==> config.mk <==
export PLATFORM = sky130hd
export DESIGN_NAME = tlik_cordic
export DESIGN_NICKNAME = d
export VERILOG_FILES = /design/src/tlik_pkg.sv /design/src/tlik_cordic_cell.sv /design/src/tlik_cordic.sv
export SDC_FILE = /design/constraint.sdc
export NUM_CORES = 2
export LEC_CHECK = 0
export BUFFER_PORTS_ARGS = -buffer_cell sky130_fd_sc_hd__buf_4
export CORE_ASPECT_RATIO = 1.75
export CORE_UTILIZATION = 35
export CTS_CLUSTER_SIZE = 20
export DETAILED_ROUTE_END_ITERATION = 16
export GPL_ROUTABILITY_DRIVEN = 0
export SYNTH_ARGS = -nofsm -noshare
export SYNTH_HDL_FRONTEND = slang
export SYNTH_SLANG_ARGS = --single-unit
==> constraint.sdc <==
create_clock -name clk -period 8.55 [get_ports clk]
set_input_delay 1.71 -clock clk [delete_from_list [all_inputs] [get_ports clk]]
set_output_delay 1.71 -clock clk [all_outputs]
set_load 0.01 [all_outputs]
==> src/tlik_pkg.sv <==
// Shared types and constants for the two-link arm inverse kinematics block.
package tlik_pkg;

	localparam int GuardShift = 24;
	localparam int TableLen = 24;

	// Register indexes of the configuration port
	typedef enum logic [1:0] {
		REG_LINK_LENGTH   = 2'd0,
		REG_BASE_HEIGHT   = 2'd1,
		REG_GRIPPER_PITCH = 2'd2
	} reg_index_t;

	// atan(2^-i) in degrees scaled by 2^16
	function automatic logic [21:0] atan_deg16(input logic [4:0] i);
		logic [21:0] r;
		begin
			unique case (i)
				5'd0: r = 22'd2949120;
				5'd1: r = 22'd1740967;
				5'd2: r = 22'd919879;
				5'd3: r = 22'd466945;
				5'd4: r = 22'd234379;
				5'd5: r = 22'd117304;
				5'd6: r = 22'd58666;
				5'd7: r = 22'd29335;
				5'd8: r = 22'd14668;
				5'd9: r = 22'd7334;
				5'd10: r = 22'd3667;
				5'd11: r = 22'd1833;
				5'd12: r = 22'd917;
				5'd13: r = 22'd458;
				5'd14: r = 22'd229;
				5'd15: r = 22'd115;
				5'd16: r = 22'd57;
				5'd17: r = 22'd29;
				5'd18: r = 22'd14;
				5'd19: r = 22'd7;
				5'd20: r = 22'd4;
				5'd21: r = 22'd2;
				5'd22: r = 22'd1;
				default: r = 22'd0;
			endcase
			return r;
		end
	endfunction

endpackage

==> src/tlik_cordic_cell.sv <==
// One CORDIC vectoring cell: a micro-rotation by atan(2^-i) toward y = 0.
module tlik_cordic_cell
	import tlik_pkg::*;
#(
	parameter int Stage = 0,
	parameter int FracBits = 8,
	parameter int W = 44,
	parameter int ZW = 20
) (
	input  logic                clk,
	input  logic                en,
	input  logic signed [W-1:0] x_in,
	input  logic signed [W-1:0] y_in,
	input  logic signed [ZW-1:0] z_in,
	output logic signed [W-1:0] x_out,
	output logic signed [W-1:0] y_out,
	output logic signed [ZW-1:0] z_out
);
	localparam logic [21:0] Raw = atan_deg16(5'(Stage));
	localparam logic [22:0] Rnd = 23'(Raw) + (23'(1) << (15 - FracBits));
	localparam logic signed [ZW-1:0] Ang = ZW'(Rnd >> (16 - FracBits));

	always_ff @(posedge clk) begin
		if (en) begin
			if (!y_in[W-1]) begin
				x_out <= x_in + (y_in >>> Stage);
				y_out <= y_in - (x_in >>> Stage);
				z_out <= z_in + Ang;
			end else begin
				x_out <= x_in - (y_in >>> Stage);
				y_out <= y_in + (x_in >>> Stage);
				z_out <= z_in - Ang;
			end
		end
	end
endmodule

==> src/tlik_cordic.sv <==
// Pipelined CORDIC atan2 in degrees: pre-rotation followed by a chain of cells.
module tlik_cordic
	import tlik_pkg::*;
#(
	parameter int Stages = 16,
	parameter int FracBits = 8,
	parameter int InW = 18,
	parameter int W = 44,
	parameter int ZW = 20
) (
	input  logic                  clk,
	input  logic                  en,
	input  logic signed [InW-1:0] y,
	input  logic signed [InW-1:0] x,
	output logic signed [ZW-1:0]  z
);
	localparam int N = (Stages > TableLen) ? TableLen : Stages;

	logic signed [W-1:0] xc [0:N];
	logic signed [W-1:0] yc [0:N];
	logic signed [ZW-1:0] zc [0:N];
	logic zero_c [0:N];
	logic signed [W-1:0] xs, ys;

	// scale and pre-rotate into the right half plane
	always_comb begin
		xs = W'(x) <<< GuardShift;
		ys = W'(y) <<< GuardShift;
	end

	always_ff @(posedge clk) begin
		if (en) begin
			zero_c[0] <= (x == '0) && (y == '0);
			if (xs[W-1]) begin
				if (!ys[W-1]) begin
					xc[0] <= ys; yc[0] <= -xs; zc[0] <= ZW'(90 <<< FracBits);
				end else begin
					xc[0] <= -ys; yc[0] <= xs; zc[0] <= -ZW'(90 <<< FracBits);
				end
			end else begin
				xc[0] <= xs; yc[0] <= ys; zc[0] <= '0;
			end
		end
	end

	for (genvar i = 0; i < N; i++) begin : g_cell
		tlik_cordic_cell #(.Stage(i), .FracBits(FracBits), .W(W), .ZW(ZW)) u_cell (
			.clk(clk), .en(en),
			.x_in(xc[i]), .y_in(yc[i]), .z_in(zc[i]),
			.x_out(xc[i+1]), .y_out(yc[i+1]), .z_out(zc[i+1])
		);
		always_ff @(posedge clk) begin
			if (en) zero_c[i+1] <= zero_c[i];
		end
	end

	assign z = zero_c[N] ? '0 : zc[N];
endmodule

### Yosys cells after proc, flatten, opt, wreduce, memory -nomap -nowiden

Memory sizes are Yosys's and may differ from the RTL's.
Cells that the tools add are included.

| word-level totals | value |
|---|---|
| logic and storage cells | 190 |
| memory bits (writable) | 17 |
| bits of input ports | 38 |
| memories | 1 |
| bits in registers | 1616 |

Memories:

| memory | words | width | read ports | clocked after Yosys merged registers in | write ports | line | text |
|---|---|---|---|---|---|---|---|
| zero_c | 17 | 1 | 17 | 0 | 17 | tlik_cordic.sv:22 | `logic zero_c [0:N];` |

| cells by class | value |
|---|---|
| muxes and demuxes | 50 |
| $add $sub $neg | 85 |
| reduce and logical (&&, ||, !) cells | 5 |
| bitwise operators | 1 |

Operators by type and width:

| cell | number |
|---|---|
| $mux W44 | 29 |
| $mux W20 | 17 |
| $add A44 B32 Y44 | 2 |
| $add A44 B33 Y44 | 2 |
| $add A44 B34 Y44 | 2 |
| $add A44 B35 Y44 | 2 |
| $add A44 B36 Y44 | 2 |
| $add A44 B37 Y44 | 2 |
| $add A44 B38 Y44 | 2 |
| $add A44 B39 Y44 | 2 |
| $add A44 B40 Y44 | 2 |
| $add A44 B41 Y44 | 2 |
| $add A44 B42 Y44 | 2 |
| $add A44 B43 Y44 | 2 |
| $neg A42 Y44 | 2 |
| $sub A44 B32 Y44 | 2 |
| $sub A44 B33 Y44 | 2 |
| $sub A44 B34 Y44 | 2 |
| $sub A44 B35 Y44 | 2 |
| $sub A44 B36 Y44 | 2 |
| $sub A44 B37 Y44 | 2 |
| $sub A44 B38 Y44 | 2 |
| $sub A44 B39 Y44 | 2 |
| $sub A44 B40 Y44 | 2 |
| 42 further kinds | 51 |

### Depth between registers and ports, before layout

| logic depth | value |
|---|---|
| depth in word-level cells | 3 |
| mapped depth | 24 |
| mapped depth without buffers | 24 |

### Modules after synthesis

Synthesis repeated with hierarchy kept, for this count alone.

| second synthesis, totals | value |
|---|---|
| cell total of the unflattened synthesis | 19183 |
| area, all modules | 172085.0 um^2 |

Modules (own cells, without submodules):

| module | cells each | area an instance (um^2) | times used |
|---|---|---|---|
| tlik_cordic_cell (g_cell[0].u_cell) | 1476 | 11898.9 | 1 |
| tlik_cordic_cell (g_cell[1].u_cell) | 1223 | 10872.9 | 1 |
| tlik_cordic_cell (g_cell[2].u_cell) | 1207 | 10742.8 | 1 |
| tlik_cordic_cell (g_cell[12].u_cell) | 1210 | 10719.0 | 1 |
| tlik_cordic_cell (g_cell[5].u_cell) | 1174 | 10684.0 | 1 |
| tlik_cordic_cell (g_cell[7].u_cell) | 1205 | 10635.2 | 1 |
| tlik_cordic_cell (g_cell[4].u_cell) | 1177 | 10630.2 | 1 |
| tlik_cordic_cell (g_cell[6].u_cell) | 1180 | 10626.4 | 1 |
| tlik_cordic_cell (g_cell[13].u_cell) | 1171 | 10528.8 | 1 |
| tlik_cordic_cell (g_cell[8].u_cell) | 1153 | 10428.8 | 1 |
| tlik_cordic_cell (g_cell[11].u_cell) | 1127 | 10341.2 | 1 |
| tlik_cordic_cell (g_cell[10].u_cell) | 1140 | 10324.9 | 1 |
| tlik_cordic_cell (g_cell[14].u_cell) | 1150 | 10307.4 | 1 |
| tlik_cordic_cell (g_cell[3].u_cell) | 1122 | 10301.1 | 1 |
| +3 rows | - | - | - |

### Least setup slack after synthesis

Ideal clock, no wire load.

| timing path | value |
|---|---|
| path type | register to register |
| from | register g_cell[9].u_cell.x_out[10] (netlist name) |
| to | register g_cell[10].u_cell.y_out[41] (netlist name) |
| arrival | 4.928 ns |
| path slack | 3.362 ns |
| setup time | 0.260 ns |
| stages on the path, launching flop included | 24 |
| period minus slack after synthesis | 5.188 ns |
| cell sequence | edfxtp_1 inv_1 ha_1 inv_1 or3_1 nor4_1 nand2_1 nor4_1 and2_1 nor2_1 xor2_1 ha_1 a21o_1 a21o_1 a21o_1 a21o_1 a21o_1 a21o_1 a21o_1 a221o_1 a2111oi_0 a211oi_1 a221oi_2 xnor2_1 |

| between the ends | value |
|---|---|
| longest elaborated chain between the ends | 2 |

RTL lines:

| item | line | text |
|---|---|---|
| $sub A44 B34 Y44 / $add A44 B34 Y44 (equally long branches) | tlik_cordic_cell.sv:27, tlik_cordic_cell.sv:31 |  |
| $mux W44 (*) | tlik_cordic_cell.sv:25 | `if (!y_in[W-1]) begin` |

Mark *: on every way between the ends. The rest lies on a longest branch, timed or not.
A chain may end at the register's enable or synchronous reset.

### Worst setup path after layout

| timing path | value |
|---|---|
| from | register g_cell[8].u_cell.x_out[11] (netlist name) |
| to | register g_cell[9].u_cell.y_out[42] (netlist name) |

| between the ends | value |
|---|---|
| longest elaborated chain between the ends | 2 |

RTL lines:

| item | line |
|---|---|
| $sub A44 B35 Y44 / $add A44 B35 Y44 (equally long branches) | tlik_cordic_cell.sv:27, tlik_cordic_cell.sv:31 |
| $mux W44 (*) | tlik_cordic_cell.sv:25 |

Marks and branches as above.

==> summary.md <==
| Metric | Value |
|---|---|
| Slowest cell on the critical path | nor3b_1 |
| I/O pin total | 58 |
| Worst-Skew Late Latency | 0.83 ns |
| Post-Syn Area | 109000 um2 |
| CP startpoint | g_cell[8].u_cell.x_out[11] |
| FP Rows | 270 |
| Sequential Area | 37600 um2 |
| Yosys warnings | 0 |
| Initial Util | 0.352 |
| Worst-case clock buffer depth | 4 |
| CP startpoint kind | register |
| Min-Delay Path Class | register to register |
| Clock Sinks | 1251 |
| Final nets | 12925 |
| DR vias | around 84000 |
| Detailed Route WL | roughly 310 mm |
| Wire per inst | 19.4 um |
| Synth cell types | approximately 100 |
| Worst path cell trace | nor3_1 > nand2b_1 > or3_1 > nor4_1 > nor3b_1 > and3_1 > and3b_1 > a21oi_1 > xnor2_1 > ha_1 > and3_1 > nand3_1 > o21ai_0 > o21ai_0 > o21ai_0 > a221oi_1 > xnor2_1 |
| Core area | 309000 um2 |
| CP Max Fanout | 6 |
| Post-synth EDFFs | 1251 |
| Ys async rst share | 0 |
| Final HPWL DP | about 250 mm |
| Mapped Avg Cell Area | 9.38 um2 |
| Max_cap viols | 0 |
| Hold EP | g_cell[12].u_cell.z_out[1] |
| Postcts setup bufs | 0 |
| Multi-input gate area | 68100 um2 |
| Crit-path leading delay family | simple AND/OR/NAND/NOR gates |
| Die ar. | 313000 um2 |
| Chip width | about 420 um |
| Hold path startpoint | g_cell[11].u_cell.z_out[1] |
| Clk_skew | 0.0554 ns |
| CTS tree | yes |
| GRT Util Overall | 0.191 |
| Period minus WS final | approximately 6.2 ns |
| Hold Path Depth | 0 |
| Critical path class | register to register |
| Overflow after GRT | 0 |
| Cells after synthesis | between 10000 and 15000 |
| Setup-failing EPs final | 0 |
| Fmax | 0.160 GHz |
| Fill cells | 30908 |
| Vias in the first global route | 86541 |
| Num CTS Buffers | 152 |
| Fin. Hold Viols | 0 |
| Unrepaired setup endpoints after global routing | false |
| Clock transition at the registers of the reported paths | 0.06 ns |
| Seq/Total Area, Yosys | 0.346 |
| Initial antenna violation count | 13 |
| Port bufs | 56 |
| Routed Antenna Nets | 0 |
| Worst Setup End Kind | register |
| Htree depth | 4 |
| Worst Path Buf+Inv | 0 |
| Worst Reg2Reg Path Length in Cells | 17 |
| Final period utilization | 0.730 |
| Post-synth top flop | edfxtp_1 |
| CP dominant cell by count | o21ai_0 |
| Reg-to-reg endpoint | g_cell[9].u_cell.y_out[42] |
| First-pass GRT wire length | between 400 and 500 mm |
| Setup TNS Final | 0 ns |
| PostCTS Resize Cnt | 0 |
| CP max stage delay | around 0.80 ns |
| Chip height | around 740 um |
| Share of post-route cells with drive strength above 1 | 0.0426 |
| Relative slew slack | 0.166 |
| CTS root buffer | clkbuf_16 |
| Worst path required time | approximately 9.1 ns |
| DRC viols | 0 |
| Pin count of the biggest net entering global routing | 152 |
| Fin. max-slew vios | 0 |
| Worst slew pin tran | 1.24 ns |
| Via density | ~5.3 |
| P&R area growth vs syn | 9.33% |
| Outcome | finished clean |
| CP Data Arrival Time | 6.79 ns |
| 1st-iter DRT viols | approximately 3700 |
| R2R Setup Slk | between 2 and 2.5 ns |
| Post-CTS Hold Buffers | 0 |
| Drt pass-1 iters | 8 |
| Synth Register Bits | between 1000 and 1500 |
| Worst R2R Start | g_cell[8].u_cell.x_out[11] |
==> how the worst max path moves through the flow <==
stage / end / cells past startpoint / slack (ns)
finish: g_cell[9].u_cell.y_out[42] / 17 / 2.31
global route: g_cell[9].u_cell.y_out[41] / 19 / 1.86
CTS: g_cell[9].u_cell.y_out[43] / 19 / 2.37
detailed placement: g_cell[9].u_cell.y_out[42] / 19 / 2.43
global placement: g_cell[13].u_cell.y_out[43] / 18 / 2.09
floorplan: g_cell[10].u_cell.y_out[41] / 23 / 3.36
==> final cells by class <==
type,instances,area share
antenna,39,0.000822
clock buffer,176,0.0333
clock inverter,81,0.00693
inverter,535,0.0169
multi-input combinational,9554,0.574
sequential,1251,0.316
tap,4080,0.0430
timing repair buffer,119,0.00877
==> logic make-up (layout without fill, tap and decap cells) <==
logic type	Yosys count	after routing	share of synthesized area
compound gates	3230	3230	0.189
xor+xnor	1688	1688	0.136
fa+ha+maj	1274	1274	0.149
buf+inv	773	911	0.0270
flops	1251	1251	0.346
mux	67	67	0.00665
other cells	1	42	0.0000345
simple gates	3292	3292	0.146
==> state kept, by name, summed over array words and instances, names as in the netlist <==
| name | cells |
|---|---|
| g_cell.u_cell.y_out | 461 |
| g_cell.u_cell.x_out | 440 |
| g_cell.u_cell.z_out | 290 |
| xc | 20 |
| yc | 20 |
| zero_c | 17 |
| zc | 3 |
==> worst reg2reg max path, delay by kind of cell, from the launching register on <==
| family | cells | cell delay (ns) |
|---|---|---|
| AOI/OAI and AO/OA | 5 | 1.63 |
| xor gates and xnor gates | 2 | 0.33 |
| DFF | 1 | 0.47 |
| and+or+nand+nor | 9 | 3.15 |
| adders and majority gates | 1 | 0.38 |
==> routing by layer <==
metal,GRT usage,part of all wire,vias to the layer above
li1,-,-,42429
met1,0.138,0.29,39260
met2,0.397,0.57,1637
met3,0.0208,0.023,1110
met4,0.196,0.12,0
met5,0,0,-
==> synth_stat cells (20+ instances only) <==
cell,number,area (um2)
or3_1,72,450
ha_1,1241,15500
o2111ai_1,22,193
a31o_2,33,289
o211ai_1,34,255
or2_2,34,213
and3_1,129,807
o31ai_1,42,315
inv_1,531,1990
xor2_1,618,5410
a21oi_1,1190,5960
nor4_1,93,582
clkbuf_1,201,754
mux2i_1,26,260
xnor2_1,1070,9370
o21ai_1,24,120
nor3b_1,33,248
nor3_1,317,1590
a41oi_1,28,245
nand2b_1,163,1020
o41ai_1,46,403
nand2_1,571,2140
or4_1,32,240
o21a_1,135,1010
edfxtp_1,1251,37600
o31a_1,26,228
a21o_1,526,3950
a31oi_1,124,776
nor2_1,1189,4460
o21ai_0,508,2540
nand3_1,174,871
mux2_2,41,462
nand4_1,99,619
and2_1,92,576
nor2b_1,205,1280
a211o_1,27,236
buf_1,30,113
and4_1,33,289
nand3b_1,20,150
fa_1,33,661
o21bai_1,130,976
a211oi_1,63,473
a21boi_0,70,526
==> through the flow <==
| stage | instance area, um2 | hold slack (ns) | cells | util | worst slack, ns |
|---|---|---|---|---|---|
| detailed placement | 114000 | 0.405 | 15539 | 0.369 | 2.43 |
| global route | 119000 | 0.423 | 15824 | 0.384 | 1.86 |
| finish | 119000 | 0.408 | 15835 | 0.385 | 2.31 |
| CTS | 119000 | 0.415 | 15796 | 0.384 | 2.37 |
| global placement | 114000 | 0.402 | 15538 | 0.369 | 2.09 |
| floorplan | 109000 | 0.400 | 11578 | - | 3.36 |
==> placed cells by master, fill, tap and decap left out, types with 41 or more instances in the layout <==
cell	count
a211oi_1	63
a21boi_0	70
a21o_1	526
a21oi_1	1190
a31oi_1	124
and2_1	92
and3_1	129
buf_4	106
clkbuf_16	155
edfxtp_1	1251
ha_1	1241
inv_1	531
mux2_2	41
nand2_1	571
nand2b_1	163
nand3_1	174
nand4_1	99
nor2_1	1189
nor2b_1	205
nor3_1	317
nor4_1	93
o21a_1	135
o21ai_0	508
o21bai_1	130
o31ai_1	42
o41ai_1	46
or3_1	72
xnor2_1	1067
xor2_1	618
Power is left out: the tool's default activity adds up to more than one toggle a clock period on the data nets, which glitch-free logic cannot reach.
