File: src/tlik_sqrt_cell.sv
// One restoring square-root cell: settles one result bit per cycle while en is high.
module tlik_sqrt_cell #(
	parameter int RadW = 36,
	parameter int ResW = 18,
	parameter int Step = 0
) (
	input  logic            clk,
	input  logic            en,
	input  logic [RadW-1:0] rem_in,
	input  logic [ResW-1:0] root_in,
	output logic [RadW-1:0] rem_out,
	output logic [ResW-1:0] root_out
);
	localparam int Pos = ResW - 1 - Step;
	logic [RadW:0] trial;
	logic [RadW:0] cand;

	// trial value is (2*root + 2^pos) * 2^pos
	always_comb begin
		cand = ((RadW+1)'(root_in) << (Pos + 1)) | ((RadW+1)'(1) << (2 * Pos));
		trial = {1'b0, rem_in} - cand;
	end

	always_ff @(posedge clk) begin
		if (en) begin
			if (!trial[RadW]) begin
				rem_out <= trial[RadW-1:0];
				root_out <= root_in | (ResW'(1) << Pos);
			end else begin
				rem_out <= rem_in;
				root_out <= root_in;
			end
		end
	end
endmodule

File: config.mk
export PLATFORM = sky130hd
export DESIGN_NAME = tlik_sqrt_cell
export DESIGN_NICKNAME = d
export VERILOG_FILES = /design/src/tlik_sqrt_cell.sv
export SDC_FILE = /design/constraint.sdc
export NUM_CORES = 1
export LEC_CHECK = 0
export BUFFER_PORTS_ARGS = -buffer_cell sky130_fd_sc_hd__buf_2
export CAP_MARGIN = 25
export CORE_ASPECT_RATIO = 2
export CORE_MARGIN = 4
export CORE_UTILIZATION = 50
export CTS_BUF_LIST = sky130_fd_sc_hd__clkbuf_8
export CTS_CLUSTER_SIZE = 40
export DETAILED_ROUTE_END_ITERATION = 8
export PLACE_DENSITY = 0.85
export SLEW_MARGIN = 5
export SYNTH_ARGS = -nofsm -noshare
export SYNTH_HDL_FRONTEND = slang
export SYNTH_SLANG_ARGS = --single-unit
File: constraint.sdc
create_clock -name clk -period 3.5 [get_ports clk]
set_input_delay 0.7 -clock clk [delete_from_list [all_inputs] [get_ports clk]]
set_output_delay 0.7 -clock clk [all_outputs]
set_load 0.01 [all_outputs]
Yosys cells after proc, flatten, opt, wreduce, memory -nomap -nowiden
Index checks and enable logic that the tools add are counted.
- register bits: 54
- input bits: 56
- output and inout port bits: 54
- logic and storage cells: 5
- $add $sub $neg: 1
- mux-type cells: 1
- operator list (kind ; count):
    subtractor 36 x 36 -> 37 bit ; 1
    2-to-1 mux 36 bit ; 1

Logic depth before layout (Yosys ltp)
Gate-level depths: netlist of run 1.
- depth after elaboration: 2
- depth in mapped cells: 11
- depth with buffers taken out: 10

Least setup slack after synthesis of run 1
No wires, ideal clock.
- path type: input -> register
- from: input rem_in[18]
- to: register rem_out[22] (data pin)
- library setup time: 260 ps
- data arrival time: 2488 ps
- required time: 3240 ps
- setup slack: 752 ps
- cell stages on the path: 10
- path buffers: 1
- path through: inv_1 > ha_1 > inv_1 > fa_1 > a21o_1 > a221o_1 > nand3_2 > a31oi_2 > buf_6 > mux2_4
- longest elaborated chain between the ends: 2
- ends and longest elaborated chain (element ; RTL line ; RTL):
    from (decl) ; 9 ; input logic [RadW-1:0] rem_in,
    subtractor 36 x 36 -> 37 bit ; 21 ; trial = {1'b0, rem_in} - cand;
    2-to-1 mux 36 bit ; 26 ; if (!trial[RadW]) begin
    to (signal assigned) ; 27 ; rem_out <= trial[RadW-1:0];
    to (signal assigned) ; 30 ; rem_out <= rem_in;
    to (decl) ; 11 ; output logic [RadW-1:0] rem_out,
Every way passes these cells.
A chain may end at the register's enable or synchronous reset.

Worst setup path in the final report of run 1
- from: input rem_in[18]
- to: register rem_out[29] (data pin)
Same word-level chain as after synthesis.

==> reports/qor.txt, run 1 <==
Setup-failing EPs final - 0
Drt total wl - 6.793 mm
Clk pin slew, worst setup/hold paths - 100 ps
CTS max path bufs - 2
Final Cycle Share - 78.90%
Unrepaired setup endpoints after global routing - no
Crit path buf inv count - 4
Net Count, Synth - 289
Hold_ws - 548.2 ps
Outcome - complete, no violations
WHS Path Cells - 1
Hold buffers post-CTS - 0
Number of fill cells - 408
Layout cell share with drive strength beyond 1 - 39.58%
Post-synthesis cell count - 215
Setup TNS - 0 ps
Vias per cell - 5.417
Root buffer cell - clkbuf_8
Die area - 6817 sq um
CTS tree - yes
Number of vias in the routed layout - 2118
Num rows - 38
CP top delay family - compound AO/OA/AOI/OAI gates
Gr usage total - 19.23%
DRT Pass-1 Iters - 4
Ys Warns - 0
Yosys top cell area share - 59.02%
Initial antenna violation count - 0
Yosys cell types - 41
Met2 wire length - 3.917 mm
Largest net degree at the start of global routing - 39
CTS sink cnt - 54
Initial Utilization - 51.14%
Resized cells post-CTS - 0
Pwr Density - 459.5 nW/um^2
H-tree levels - 2
Wl on met1 - 2.169 mm
Area leader, netlist - edfxtp_1
Asr flop ratio synth - 0%
Slew @ Worst Pin - 812.1 ps
Area contributors post-synth - edfxtp_1 59%, ha_1 7.7%, a21oi_1 4.0%
Main synth FF type - edfxtp_1
Worst VDD drop - 520.0 uV
Final Hold Fails - 0
Die Wd - 60.42 um
Layout Utilization - 64.63%
Num CTS Buffers - 5
Sequential area share after synthesis - 59.02%
Grt ovf - 0
Initial DRC count - 89
Post-DP HPWL - 5.454 mm
DRC violations left - 0
Worst EP arrival - 2850 ps
Max-slew headroom - 45.86%
Final RePlAce weighted congestion - 0.7921
Chip Height - 112.8 um
Placeable core area - 5373 sq um
CP max stage cell - fa_1
CP startpoint - rem_in[18]
DR WL/cell - 17.37 um
Cell area after layout - 3472 sq um
EDFF count, synth - 54
Leak Pwr - 1.570 nW
Total setup buffers inserted after CTS - 0
# IOs - 110
Crit. End Element - flip-flop
Yosys reg bits - 54
Largest fanout on the critical path - 30
Hold Crit Class - input port to flip-flop
First-pass GRT wire length - 9.777 mm
Number of global-route vias before repair - 2159
N_diodes - 0
Dpl cell area - 3358 sq um
Most common cell in the netlist - edfxtp_1
Slew Limit Fails - 0
Cell mode on critical path - inv_1
Critical path type - input port to flip-flop
Met3 wire len - 497 um
Fmax - 362.1 MHz
WP data required - 3590 ps
Crit-path cells - buf_2 -> inv_1 -> ha_1 -> inv_1 -> fa_1 -> a21o_1 -> a221o_1 -> nand3_2 -> a31oi_2 -> buf_4 -> mux2_4
Worst stage delay on the critical path - 410 ps
Final non-filler cell total - 391
Worst Setup Start Kind - input port
Placed cells - 383
Most frequent cells after synthesis - 54 x edfxtp_1, 22 x a21oi_1, 22 x inv_1
Avg Cell Area, Syn - 12.78 sq um
Buffers on Ports - 109
Worst Hold Path EP - rem_out[17]
Total Nets Final - 404
Area Overhead vs Synth - 26.37%
Antenna-violating nets left - 0
Post-route minimum period - 2762 ps
Hold path startpoint - rem_in[17]
Synth Cell Area - 2748 sq um
Uppermost routed layer - met4
Max Cap Viol - 0
how the worst max path moves through the flow:
stage	to	cells past startpoint	slack, ps
global placement	rem_out[29]	11	480
global route	rem_out[29]	11	650
floorplan	rem_out[22]	10	750
CTS	rem_out[29]	11	730
finish	rem_out[29]	11	740
detailed placement	rem_out[29]	11	390
flip-flops by register name, summed over array words and instances, names as in the netlist:
register  count
root_out     18
rem_out      36
logic make-up (layout without fill, tap and decap cells):
family	count (synthesis)	after routing	share of synthesized area (%)
muxes	7	7	3.552
DFF	54	54	59.02
buffers and inverters	26	142	4.189
adders and majority gates	18	18	8.470
AOI/OAI and AO/OA	55	55	13.21
and+or+nand+nor	41	41	7.104
xor gates and xnor gates	14	14	4.463
area by class of cell:
cell class	count	area (sq um)	share of cell area [%]
Clock buffer	5	68.82	1.982
Clock inverter	3	45.04	1.297
Inverter	22	82.58	2.378
Multi-Input combinational cell	135	1011	29.12
Sequential cell	54	1622	46.70
Tap cell	60	75.07	2.162
Timing Repair Buffer	112	568.0	16.36
per-stage QoR:
| step | total power, W | setup WS (ps) |
|---|---|---|
| after floorplan | 0.001035 | 752.1 |
| after global placement | 0.001161 | 477.4 |
| after detailed placement | 0.001183 | 388.3 |
| after CTS | 0.001600 | 734.0 |
| after global routing | 0.001661 | 652.5 |
| final | 0.001595 | 738.4 |
per-layer routing:
| metal | up-vias | global-route usage [%] |
|---|---|---|
| met3 | 15 | 3.995 |
| met4 | 0 | 8.683 |
| met1 | 998 | 17.82 |
| met2 | 85 | 37.14 |
| li1 | 1020 | - |
| met5 | - | 0 |
cell usage in the layout (no fill, tap or decap), drive strengths merged, types with 2 or more instances in the layout:
cell      netlist  layout
edfxtp         54      54
nand4           2       2
xnor2           9       9
clkbuf          0       5
mux2            7       7
nand3           5       5
o21ai           6       6
nand2b          4       4
nor3            2       2
a21oi          22      22
o21bai          2       2
nor2b           2       2
a21o            6       6
a31oi           5       5
inv            22      22
o31ai           3       3
xor2            5       5
ha             17      17
o21a            2       2
nor2           12      12
clkinvlp        0       2
a21boi          2       2
buf             4     112
nand2          11      11
where the power goes:
group / internal, W / leakage, nW / switching [W] / total, W
Sequential: 0.000785 / 0.529 / 0.0000155 / 0.000800
Clock: 0.000213 / 0.0504 / 0.000212 / 0.000425
Combinational: 0.000160 / 0.991 / 0.000210 / 0.000371
Note: power is estimated with default switching activity, not from simulation.
==> run 2, diff against run 1 <==
CORE_UTILIZATION = 45   (was 50)
PLACE_DENSITY = 0.81   (was 0.85)
clock period = 2.5 ns   (was 3.5 ns; I/O delays follow)
==> run 2 against run 1 <==
Sequential power rose by 39%. Wire length fell by 7.6%. Critical path type unchanged. Critical path depth rose by 1. Critical endpoint is now rem_out[28]. Utilization fell by 1.5 points. Cell count rose by 9.7%. Non-clock buffer count rose by 35. Sequential cell count did not move. Final area rose by 8.2%. Setup slack got worse by 660 ps. Sequential share of layout area fell by 3.5 points.
==> reports/qor.txt, run 2 (synthesis gave the netlist of run 1 again) <==
Outcome - complete, no violations
WP data required - 2580 ps
Initial antenna violation count - 0
CTS tree - yes
Largest Register - rem_out
Unrepaired setup endpoints after global routing - no
Initial Utilization - 46.13%
Most common cell after layout, fill and taps aside - buf_2
Num rows - 40
Max Cap Viol - 0
Final RePlAce weighted congestion - 0.8024
Combinational power share - 27.3%
Post-DP HPWL - 5.083 mm
Top Registers - rem_out (36), root_out (18)
Cell area after layout - 3757 sq um
Crit. End Element - flip-flop
Largest net degree at the start of global routing - 55
DRC violations left - 0
Antenna-violating nets left - 0
Worst VDD drop - 303.3 uV
Hold_ws - 358.4 ps
Num CTS Buffers - 5
Slew Limit Fails - 0
Buffers on Ports - 109
Commonest non-fill, non-tap cells in the layout - 109 x buf_2, 54 x edfxtp_1, 37 x buf_4
Layout cell share with drive strength beyond 1 - 46.17%
Fmax - 412.3 MHz
Chip Height - 118.5 um
Placeable core area - 5956 sq um
Sw frac - 27.60%
N_diodes - 0
Total Nets Final - 439
Clk pin slew, worst setup/hold paths - 100 ps
Number of vias in the routed layout - 2228
Final Cycle Share - 97.01%
Clock network power share - 22.1%
CTS max path bufs - 2
Seq pwr share - 50.7%
Die area - 7496 sq um
Max reg flops - 36
Post-route minimum period - 2425 ps
Root buffer cell - clkbuf_8
Final Hold Fails - 0
Grt ovf - 0
Total setup buffers inserted after CTS - 0
Hold Crit Class - input port to flip-flop
Sw Pwr - 0.0006068 W
DRT Pass-1 Iters - 4
# IOs - 110
First-pass GRT wire length - 10.12 mm
Worst EP arrival - 2500 ps
DR WL/cell - 14.63 um
Vias per cell - 5.193
Pwr Density - 585.3 nW/um^2
CTS sink cnt - 54
Critical path type - input port to flip-flop
H-tree levels - 2
Drt total wl - 6.278 mm
Leak Pwr - 1.739 nW
Setup-failing EPs final - 0
Die Wd - 63.26 um
Dpl cell area - 3661 sq um
Area Overhead vs Synth - 36.75%
Worst Setup Start Kind - input port
Slew @ Worst Pin - 657.3 ps
Max-slew headroom - 56.18%
Initial DRC count - 82
WHS Path Cells - 1
Pint - 0.001592 W
Gr usage total - 17.17%
Number of global-route vias before repair - 2238
Largest fanout on the critical path - 3
[run 2: changes by cell type in the layout (fill, tap and decap cells not counted), sizes merged]
| cell | change |
|---|---|
| buf | +35 |
| bufinv | -1 |
| clkinv | +1 |
| clkinvlp | -1 |
| inv | +1 |
[run 2: what timing repair did]
action	4_1_cts	5_1_grt
hold buffers	0	0
resized for setup	0	1
setup endpoints to repair	0	1
[run 2: worst max-delay path, stage by stage]
cell,delay (ps)
buf_2,110
inv_2,70
ha_4,130
inv_2,40
fa_2,330
a21o_1,180
a221o_1,330
buf_4,160
a21boi_4,140
o21ai_1,90
xor2_1,150
mux2_4,260
[run 2: power by group through the flow]
stage | Sequential [W] | Clock (W) | Combinational [W]
floorplan | 0.00119 | 0 | 0.000264
global placement | 0.00114 | 0 | 0.000580
detailed placement | 0.00114 | 0 | 0.000598
CTS | 0.00112 | 0.000498 | 0.000601
global route | 0.00112 | 0.000524 | 0.000658
finish | 0.00111 | 0.000485 | 0.000599
[run 2: layout make-up]
type,instances,area [sq um]
multi-input combinational,135,1042
inverter,22,82.58
clock inverter,3,20.02
tap,63,78.83
timing repair buffer,147,843.3
clock buffer,5,68.82
sequential,54,1622
fill,445,2198
[run 2: path summary, 6_finish.rpt]
path | from | endpoint | slack, ps
max | rem_in[18] | rem_out[28] | 70
min | rem_in[2] | rem_out[2] | 360
[run 2: routing by layer]
layer	wire, um	global-route usage [%]	up-vias	share of wire, %
li1	-	-	1098	-
met1	2123	16.26	1041	34
met2	3681	34.41	77	59
met3	307	2.852	12	4.9
met4	165	7.442	0	2.6
met5	0	0	-	0
[run 2: stage by stage]
step	setup slack (ps)	setup TNS (ps)	power (W)	cells	utilization [%]
2_1_floorplan	5.878	0	0.001454	215	-
3_3_place_gp	-230.2	-1628	0.001716	421	61.47
3_5_place_dp	-306.4	-2462	0.001735	421	61.47
6_report	74.68	0	0.002199	429	63.09
5_1_grt	2.548	0	0.002306	429	63.09
4_1_cts	31.64	0	0.002215	429	62.96
==> run 3, diff against run 2 <==
CORE_UTILIZATION = 50   (was 45)
PLACE_DENSITY = 0.85   (was 0.81)
clock period = 2.9 ns   (was 2.5 ns; I/O delays follow)
==> run 3 against run 2 <==
Count of clock-buffer cells in the layout unchanged. Sequential share of layout area increased by 3.5 points. Wire length increased by 0.25%. Setup slack improved by 240 ps. Hold slack improved by 70 ps. Die area decreased by 9.1%. Total power decreased by 17%. Critical endpoint is now rem_out[19]. Highest routed layer unchanged.
==> reports/qor.txt, run 3 (synthesis gave the netlist of run 1 again) <==
Initial antenna violation count - 0
Largest fanout on the critical path - 13
Crit. End Element - flip-flop
Largest Register - rem_out
Chip Height - 112.8 um
DRT Pass-1 Iters - 4
Hold buffers post-CTS - 0
Number of global-route vias before repair - 2071
Placeable core area - 5373 sq um
Slew Limit Fails - 0
Top Registers - rem_out (36), root_out (18)
Layout cell share with drive strength beyond 1 - 39.82%
Initial DRC count - 89
Max-slew headroom - 55.23%
Tot Pwr - 0.001828 W
Area Overhead vs Synth - 26.59%
Pre-CTS WS - -22.30 ps
# IOs - 110
Hold Crit Class - input port to flip-flop
Post-route setup slack - 313.2 ps
Total setup buffers inserted after CTS - 0
Largest net degree at the start of global routing - 55
Die Wd - 60.42 um
Pwr Density - 525.5 nW/um^2
Max reg flops - 36
CTS tree - yes
Worst Setup Start Kind - input port
First-pass GRT wire length - 9.390 mm
Vias per cell - 5.315
Die area - 6817 sq um
Leak Pwr - 1.579 nW
Initial Utilization - 51.14%
Dpl cell area - 3393 sq um
Hold_ws - 428.1 ps
Fmax - 386.6 MHz
Most common cell after layout, fill and taps aside - buf_2
Setup TNS - 0 ps
Crit path capture - rem_out[19]
CP startpoint - rem_in[18]
Total Nets Final - 407
Antenna-violating nets left - 0
Num CTS Buffers - 5
H-tree levels - 2
Post-DP HPWL - 5.009 mm
Clk pin slew, worst setup/hold paths - 100 ps
Max Cap Viol - 0
Final RePlAce weighted congestion - 0.8322
DRC violations left - 0
Final Cycle Share - 89.20%
Gr usage total - 18.62%
Cell area after layout - 3478 sq um
Setup-failing EPs final - 0
Critical path type - input port to flip-flop
CTS max path bufs - 2
Number of vias in the routed layout - 2094
Post-route minimum period - 2587 ps
WP data required - 2970 ps
Worst EP arrival - 2660 ps
Slew @ Worst Pin - 671.5 ps
N_diodes - 0
Commonest non-fill, non-tap cells in the layout - 109 x buf_2, 54 x edfxtp_1, 22 x inv_1, 22 x a21oi_1, 17 x ha_1
Grt ovf - 0
Drt total wl - 6.294 mm
Num rows - 38
Unrepaired setup endpoints after global routing - no
Outcome - complete, no violations
Final Hold Fails - 0
Worst VDD drop - 456.7 uV
DR WL/cell - 15.97 um
Root buffer cell - clkbuf_8
Resized cells post-CTS - 0
CTS sink cnt - 54
Buffers on Ports - 109
run 3: cell count changes in the layout (fill, tap and decap cells not counted):
cell,delta
a31oi_4,-1
inv_1,+2
a21boi_4,-1
fa_1,+1
clkinv_2,+1
inv_2,-2
ha_1,+1
inv_6,-1
fa_2,-1
a21boi_2,+1
a31oi_2,+1
ha_4,-1
buf_4,-32
run 3: area by class of cell:
| cell class | count | area [sq um] |
|---|---|---|
| Clock buffer | 5 | 68.82 |
| Clock inverter | 3 | 16.27 |
| Fill cell | 419 | 1894 |
| Inverter | 22 | 82.58 |
| Multi-Input combinational cell | 135 | 1011 |
| Sequential cell | 54 | 1622 |
| Tap cell | 60 | 75.07 |
| Timing Repair Buffer | 115 | 603.1 |
run 3: metrics by stage:
stage	std cells	util (%)
2_1_floorplan	215	-
3_3_place_gp	386	63.16
3_5_place_dp	386	63.16
4_1_cts	394	64.74
5_1_grt	394	64.74
6_report	394	64.74
run 3: metal layers:
layer	global-route usage [%]	vias to the layer above	share of wire, %
li1	-	1025	-
met1	17.99	980	32
met2	34.39	77	57
met3	4.110	12	7.9
met4	9.841	0	2.7
met5	0	-	0
run 3: worst min-delay path by stage:
stage	startpoint	end	slack, ps	cells after the start
after detailed placement	rem_in[5]	rem_out[5]	760	1
final	rem_in[6]	rem_out[6]	430	1
after global routing	rem_in[6]	rem_out[6]	410	1
after floorplan	rem_in[0]	rem_out[0]	680	0
after CTS	rem_in[6]	rem_out[6]	420	1
after global placement	rem_in[17]	rem_out[17]	760	1
run 3: critical path, stage by stage:
cell and delay [ps]:
buf_2 100, inv_1 50, ha_1 150, inv_1 70, fa_1 400, a21o_1 200, a221o_1 390, nand3_2 130
a31oi_2 120, buf_4 200, mux2_2 270
run 3: power by group:
part           internal, W  leakage (nW)  switching (W)
Sequential        0.000947         0.529      0.0000174
Clock             0.000166        0.0416       0.000248
Combinational     0.000202          1.01       0.000248
